File: src/hdl/fscd_pkg.sv
// ----------------------------------------------------------------------------
// fscd_pkg
// Shared widths, codes and control types of the slot cache directory.
// ----------------------------------------------------------------------------
package fscd_pkg;

  localparam int OBJ_W       = 10;
  localparam int NUM_OBJECTS = 1 << OBJ_W;
  localparam int SLOT_W      = 6;
  localparam int NUM_SLOTS   = 1 << SLOT_W;
  localparam int OLIM_W      = 11;
  localparam int SLIM_W      = 7;
  localparam int DLY_W       = 32;
  localparam int ACT_W       = 2;
  localparam int CFG_IDX_W   = 2;
  localparam int CFG_DATA_W  = 11;

  localparam logic [ACT_W-1:0] ACT_GET   = 2'd0;
  localparam logic [ACT_W-1:0] ACT_PUT   = 2'd1;
  localparam logic [ACT_W-1:0] ACT_CLEAR = 2'd2;

  localparam logic [CFG_IDX_W-1:0] REG_OBJECT_LIMIT = 2'd0;
  localparam logic [CFG_IDX_W-1:0] REG_SLOT_LIMIT   = 2'd1;

  localparam logic [OLIM_W-1:0] OBJECT_LIMIT_RST = OLIM_W'(NUM_OBJECTS);
  localparam logic [SLIM_W-1:0] SLOT_LIMIT_RST   = SLIM_W'(NUM_SLOTS);

  typedef enum logic [3:0] {
    ST_INIT  = 4'b0001,
    ST_IDLE  = 4'b0010,
    ST_LOOK  = 4'b0100,
    ST_CHECK = 4'b1000
  } state_t;

  typedef struct packed {
    logic init_wr;    // zero the object map entry at the init address
    logic capture;    // latch item, read object map
    logic read_slot;  // read owner and delay at the mapped slot
    logic commit;     // update maps, load result register
  } ctrl_cmd_t;

  typedef struct packed {
    logic init_last;  // init address sits on the last object map entry
    logic out_free;   // result register can take a new beat
  } dp_status_t;

endpackage

File: src/hdl/fscd_ctrl.sv
// ----------------------------------------------------------------------------
// fscd_ctrl
// Sequencer: accept a request, walk it through lookup and commit.
// ----------------------------------------------------------------------------
module fscd_ctrl (
  input  logic                   clk,
  input  logic                   rst,
  input  logic                   in_valid,
  output logic                   in_ready,
  input  fscd_pkg::dp_status_t   status,
  output fscd_pkg::ctrl_cmd_t    cmd
);

  fscd_pkg::state_t state, state_next;

  always_ff @(posedge clk) begin
    if (rst) begin
      state <= fscd_pkg::ST_INIT;
    end else begin
      state <= state_next;
    end
  end

  always_comb begin
    state_next    = state;
    cmd           = '0;
    in_ready      = 1'b0;
    unique case (state)
      fscd_pkg::ST_INIT: begin
        // sweep the object map once before taking requests
        cmd.init_wr = 1'b1;
        if (status.init_last) begin
          state_next = fscd_pkg::ST_IDLE;
        end
      end
      fscd_pkg::ST_IDLE: begin
        in_ready = 1'b1;
        if (in_valid) begin
          cmd.capture = 1'b1;
          state_next  = fscd_pkg::ST_LOOK;
        end
      end
      fscd_pkg::ST_LOOK: begin
        cmd.read_slot = 1'b1;
        state_next    = fscd_pkg::ST_CHECK;
      end
      fscd_pkg::ST_CHECK: begin
        // hold until the result register frees up
        if (status.out_free) begin
          cmd.commit = 1'b1;
          state_next = fscd_pkg::ST_IDLE;
        end
      end
      default: begin
        state_next = fscd_pkg::ST_INIT;
      end
    endcase
  end

endmodule

File: config.mk
export PLATFORM = sky130hd
export DESIGN_NAME = fscd_ctrl
export DESIGN_NICKNAME = d
export VERILOG_FILES = /design/src/hdl/fscd_pkg.sv /design/src/hdl/fscd_ctrl.sv
export SDC_FILE = /design/constraint.sdc
export NUM_CORES = 1
export LEC_CHECK = 0
export BUFFER_PORTS_ARGS = -buffer_cell sky130_fd_sc_hd__buf_2
export CORE_AREA = 2 2 39 41
export CTS_CLUSTER_DIAMETER = 120
export DETAILED_ROUTE_END_ITERATION = 8
export DIE_AREA = 0 0 41 43
export SETUP_SLACK_MARGIN = 0.05
export SLEW_MARGIN = 10
export SYNTH_ARGS = -nofsm -noshare
export SYNTH_HDL_FRONTEND = slang
export SYNTH_SLANG_ARGS = --single-unit
File: constraint.sdc
create_clock -name clk -period 2.8 [get_ports clk]
set_input_delay 0.56 -clock clk [delete_from_list [all_inputs] [get_ports clk]]
set_output_delay 0.56 -clock clk [all_outputs]
set_load 0.05 [all_outputs]
# ---- After elaboration in Yosys (flattened, before gate mapping)
# Index checks and enable logic that the tools add are counted.
dict set report word_totals {
  regBits 4
}
dict set report op_classes {
  n_eq_ne 7
  mux 11
  n_reduce_logical 1
}
# op n
set ops {}
lappend ops {{$pmux W4 S4} 1}
lappend ops {{$mux W4} 3}
lappend ops {{$mux W1} 7}
lappend ops {{$ne A2 B2 Y1 const B} 3}
lappend ops {{$eq A4 B1 Y1 const B} 1}
lappend ops {{$eq A4 B2 Y1 const B} 1}
lappend ops {{$eq A4 B3 Y1 const B} 1}
lappend ops {{$eq A4 B4 Y1 const B} 1}
lappend ops {{$reduce_and A3 Y1} 1}

# ---- Longest topological paths before layout
# Gate-level depths: netlist (run 1).
dict set report depth {
  ltp_word 3
  mapped_depth 4
}

# ---- Worst setup path after synthesis (run 1)
# Ideal clock, no wire load.
dict set report synth_path {
  path_type {register -> output}
  startpoint {register state[1]}
  endpoint {output port cmd[3] in the netlist's numbering}
  arrival_time_ns 2.095
  required_time_ns 2.240
  setup_slack_ns 0.145
  stages_incl_launch_ff 3
  path_buffers 1
  path_cell_list {dfxtp_1 > buf_2 > nor4b_1}
}
# item line_no
set synth_lines {}
lappend synth_lines {{start: declaration} fscd_ctrl.sv:14} ;# fscd_pkg::state_t state, state_next;
lappend synth_lines {{start signal: assignment} fscd_ctrl.sv:18} ;# state <= fscd_pkg::ST_INIT;
lappend synth_lines {{start signal: assignment} fscd_ctrl.sv:20} ;# state <= state_next;
lappend synth_lines {{end: declaration} fscd_ctrl.sv:11} ;# output fscd_pkg::ctrl_cmd_t cmd

==> metrics.yaml, run 1 <==
clkPwrFrac: 0.394
drt_first_iter_violations: 6
grt_pass1_vias: 215
largest_register_ff_count: 4
postCtsHoldBufs: 0
dp_cells: 54
drc: 0
finClkSkew_ns: 0.00505
layout.cells.non_filler: 57
antenna_found_initial: 0
grt_overflow: 0
die_w_um: 41
worst-r2r-setup-slack_ns: 1.58
dr.pass1.iters: 3
dp_slack_ns: 1.09
cts.clk_slew.worst_paths_ns: 0.04
diodes: 0
period_needed_ns: 1.95
r2r_end: "state[1]"
comb_power_share: 0.212
power_density_nw_per_um2: 527
num_io_pins: 10
core_area_um2: 1380
nets: 48
tightest_slew_ns: 0.338
rsz0062_at_grt: "no"
maxCapViolCount: 0
clk_latency_ns: 0.23
seq_area_frac_synth: 0.300
switching_share: 0.301
cp-start-kind: "flop"
synth_edf_count: 0
wirelength_um: 556
critPathSlowestCell: "dfxtp_1"
setup_ws_ns: 0.854
startpoint: "state[3]"
syn2layout_area_growth_pct: 24.9
wl_per_cell_um: 9.75
cp-end-kind: "primary output"
ys_types: 19
path_max_fanout: 11
synth_nets: 37
p_switching_uw: 52.8
yosysMostFrequentCell: "dfxtp_1"
rr_worst_depth: 3
synthesis.area_um2: 267
vias_per_cell: 4.58
relSlewSlack: 0.774
ys_ff_latch: 4
grt_max_degree: 12
cp.required_ns: 2.24
io_buffers: 9
rows: 14
cts_max_level: 1
reg_top3: "state: 4 flops"
syn_inst: 32
final_layout_size_suffix_gt1_frac: 0.317
clkSinkCount: 4
peakVddDrop_mv: 0.324
cts_resized: 0
fmax_ghz: 0.514
period_share: 0.695
p_leak_uw: 0.000164
synth.top_cell.area_share: 0.300
place.gp.congestion: 0.802
cts_root_buf: "clkbuf_4"
fillCellCount: 158
num_vias: 261
totalPowerFinal_uw: 175
wl_met1_um: 264
syn_area_per_cell_um2: 8.33
p_int_uw: 122
synth_async_sr_flop_share: 0
hp-start: "rst"
start_util: 0.193
slew_viol_final: 0
final_hold_viol_count: 0
hold_class: "in -> reg"
wl_met2_um: 238
p_seq_frac: 0.395
synth.largest_area_cell: "dfxtp_1"
fin_setup_tns_ns: 0
ant_nets: 0
path_cells: "nor2b_1 > and3_1 > buf_2"
die_h_um: 43
cp_data_arrival_time_ns: 1.39
finalSetupViolCount: 0
cts_buffers: 3
crit_type: "reg -> out"
status: "finished clean"
grtUsageTotal: 0.0763
cts_tree: "done"
cts_buffer_depth: 2
top_layer_used: "met3"
dp_hpwl_um: 429
r2r-start: "state[3]"
grt_pass1_wl_um: 876
wl_met3_um: 53
yosys-top-cells-count: "dfxtp_1 (4), and3_1 (3), nor4_1 (3)"
synthTopCellsByArea: "dfxtp_1 (30%), and3_1 (7.0%), nor4_1 (7.0%)"
endpoint: "cmd[0]"
largest-register: "state"
finalCoreUtilization: 0.241
ys_warn_count: 0
slowest_delay_ns: 0.51
postCtsSetupBuffers: 0
dieArea_um2: 1760
synthFlopType: "dfxtp_1"
==> critical path, delay by kind of cell (launching register included) <==
kind,cells,cell delay [ns]
buffers and inverters,1,0.26
DFF,1,0.51
and+or+nand+nor,2,0.38
==> worst min-delay path by stage <==
stage / end / slack, ns / depth (start not counted)
finish: state[1] / 0.53 / 2
global route: state[3] / 0.53 / 2
CTS: state[1] / 0.53 / 2
global placement: state[1] / 0.57 / 1
detailed placement: state[1] / 0.55 / 1
floorplan: state[1] / 0.50 / 1
==> cells by family after synthesis <==
| kind of cell | count (synthesis) | synth area share |
|---|---|---|
| and+or+nand+nor | 16 | 0.427 |
| DFF | 4 | 0.300 |
| buffers and inverters | 5 | 0.108 |
| xor gates and xnor gates | 1 | 0.0329 |
| AOI/OAI and AO/OA | 6 | 0.131 |
==> stage by stage <==
step / instance area (um^2) / hold WS [ns]
3_5_place_dp: 310 / 0.550
4_1_cts: 333 / 0.527
3_3_place_gp: 310 / 0.571
2_1_floorplan: 267 / 0.498
6_report: 333 / 0.532
5_1_grt: 333 / 0.535
==> power by group through the flow <==
stage / Combinational (uW) / Sequential, uW / Clock, uW
floorplan: 36.3 / 62.4 / 0
global placement: 37.3 / 70.2 / 0
detailed placement: 37.3 / 69.9 / 0
CTS: 37.6 / 69.1 / 73.1
global route: 40.5 / 70.4 / 75.7
finish: 37.1 / 69.2 / 69.0
==> layout make-up <==
class,instances,area (um^2),share of cell area
sequential,4,80.1,0.241
tap,16,20.0,0.0602
clock buffer,3,22.5,0.0677
timing repair buffer,9,45.0,0.135
multi-input combinational,23,158,0.474
inverter,2,7.51,0.0226
==> metal layers <==
| metal | vias up | track usage |
|---|---|---|
| met5 | - | 0 |
| met4 | 0 | 0.0200 |
| met3 | 0 | 0.0681 |
| met2 | 9 | 0.0938 |
| met1 | 117 | 0.0965 |
| li1 | 135 | - |
==> placed cells by master, fill, tap and decap left out, types with 2 or more instances in the layout <==
master    synthesis  layout
o21ai_0           2       2
nor3b_1           2       2
dfxtp_1           4       4
buf_2             2       9
nor4_1            3       3
and3_1            3       3
a21oi_1           2       2
clkbuf_4          0       3
or3b_1            2       2
inv_1             2       2
Power figures use the tool's default switching activity.
==> run 2: changes to the inputs <==
clock period = 1.92 ns   (was 2.8 ns; I/O delays follow)
==> run 2 against run 1 <==
Effect of this change: sequential cell count is the same; clock-buffer cell count unchanged; sequential power is 49% higher; non-clock buffer count unchanged; wire length grew 7.0%; largest cell class unchanged; critical endpoint is now cmd[2]; final cell count stayed put; highest routed layer is now met4; design area up 3.4%; critical path depth rose by 1; global-route usage increased by 0.80 points; combinational power rose by 50%; register-to-register slack worse by 0.79 ns; die area stayed put.
==> metrics.yaml, run 2 (synthesis gave the netlist of run 1 again) <==
wl_per_cell_um: 10.4  # +7.0%
num_vias: 260  # -0.38%
cts_tree: "done"
diodes: 0  # unchanged
grt_pass1_vias: 228  # +6.0%
cp_data_arrival_time_ns: 1.37  # -0.02 ns
worst-r2r-setup-slack_ns: 0.79  # -0.79 ns
fmax_ghz: 0.569
dp_hpwl_um: 431  # +0.56%
ant_nets: 0  # unchanged
fillCellCount: 159  # +0.63%
drc: 0  # unchanged
crit_type: "reg -> out"
io_buffers: 9  # unchanged
finClkSkew_ns: 0.000710  # -0.00434 ns
maxCapViolCount: 0  # unchanged
rows: 14  # unchanged
grt_overflow: 0  # unchanged
grtUsageTotal: 0.0843  # +0.00803
cts_root_buf: "clkbuf_4"
path_max_fanout: 7  # -4
cp-start-kind: "flop"
wirelength_um: 595  # +7.0%
grt_max_degree: 12  # unchanged
reg_top3: "state: 4 flops"
worstHoldEndpoint: "state[3]"
layout_common_cells: "buf_2 (9), and3_1 (3), nor4_1 (3), clkbuf_4 (3), dfxtp_2 (3)"
finalSetupViolCount: 0  # unchanged
dp_slack_ns: 0.343  # -0.752 ns
place.gp.congestion: 0.702  # -12%
totalPowerFinal_uw: 263  # +50%
path_delay_family: "simple AND/OR/NAND/NOR gates"
num_io_pins: 10  # unchanged
start_util: 0.193  # unchanged
whs_path_depth: 2  # unchanged
setup_ws_ns: 0.164  # -0.690 ns
cts_max_level: 1  # unchanged
die_w_um: 41  # unchanged
rsz0062_at_grt: "no"
placed_area_um2: 318  # +2.4%
fin_setup_tns_ns: 0  # unchanged
dr.pass1.iters: 4  # +1
grt_pass1_wl_um: 917  # +4.7%
cp-end-kind: "primary output"
antenna_found_initial: 0  # unchanged
tightest_slew_ns: 0.260  # -0.0786 ns
dieArea_um2: 1760  # unchanged
period_share: 0.915
r2r-start: "state[3]"
cts_buffer_depth: 2  # unchanged
relSlewSlack: 0.826  # +0.0522
status: "finished clean"
cp.required_ns: 1.54  # -0.70 ns
nets: 48  # unchanged
clkSinkCount: 4  # unchanged
postCtsSetupBuffers: 0  # unchanged
rr_worst_depth: 3  # unchanged
cts.clk_slew.worst_paths_ns: 0.04  # about the same
multi_input_area_um2: 165  # +4.8%
final_hold_viol_count: 0  # unchanged
critPathSlowestCell: "dfxtp_1"
clk_latency_ns: 0.24  # about the same
r2r_end: "state[1]"
p_leak_uw: 0.000169  # +2.5%
largest-register: "state"
die_h_um: 43  # unchanged
slew_viol_final: 0  # unchanged
design_area_um2: 344  # +3.4%
drt_first_iter_violations: 3  # -3
core_area_um2: 1380  # unchanged
cts_buffers: 3  # unchanged
regArea_um2: 83.8  # +4.7%
crit_buf_inv: 1  # unchanged
final_common_cell: "buf_2"
hp-start: "rst"
cp.depth: 4  # +1
syn2layout_area_growth_pct: 29.1
vias_per_cell: 4.56  # -0.38%
slowest_delay_ns: 0.43  # -0.08 ns
power_density_nw_per_um2: 764  # +45%
hold_class: "in -> reg"
peakVddDrop_mv: 0.250  # -23%
largest_register_ff_count: 4  # unchanged
final_layout_size_suffix_gt1_frac: 0.439  # +0.122
period_needed_ns: 1.76
path_cells: "nor2_1 > and3_1 > and2_2 > buf_2"
run 2: worst max path at each step:
stage | start | to | slack [ns]
finish | state[2] | cmd[2] | 0.16
global route | state[2] | cmd[2] | 0.08
CTS | state[3] | cmd[2] | 0.07
detailed placement | state[3] | cmd[2] | 0.34
global placement | state[3] | cmd[2] | 0.35
floorplan | state[0] | cmd[1] | 0.09
run 2: layer usage:
layer,share of wire,vias to the layer above,GRT usage
li1,-,137,-
met3,0.091,3,0.0785
met1,0.44,111,0.0965
met2,0.44,9,0.103
met4,0.018,0,0.0400
met5,0,-,0
run 2: metrics by stage:
stage               utilization  hold slack, ns  instances
finish                    0.249           0.340         57
global route              0.249           0.325         57
CTS                       0.246           0.340         57
detailed placement        0.230           0.570         54
global placement          0.230           0.572         54
floorplan                     -           0.461         32
run 2: repair_timing:
| item | 4_1_cts | 5_1_grt |
|---|---|---|
| resized for setup | 0 | 3 |
| hold buffers | 0 | 0 |
| endpoints found under the setup margin | 0 | 2 |
run 2: worst register-to-register path, cell delays in order, from the launching register on:
cell and delay [ns]:
dfxtp_2 0.43, or3b_1 0.37, a21oi_1 0.14, nor4_1 0.06
run 2: area by class of cell:
cell class,count,area share
multi-input combinational,23,0.480
sequential,4,0.244
timing repair buffer,9,0.131
clock buffer,3,0.0655
tap,16,0.0582
inverter,2,0.0218
run 2: report_power, final:
part / leakage, uW / switching [uW] / internal, uW
Sequential: 0.0000332 / 13.0 / 90.1
Combinational: 0.000122 / 33.9 / 21.7
Clock: 0.0000138 / 34.2 / 69.9
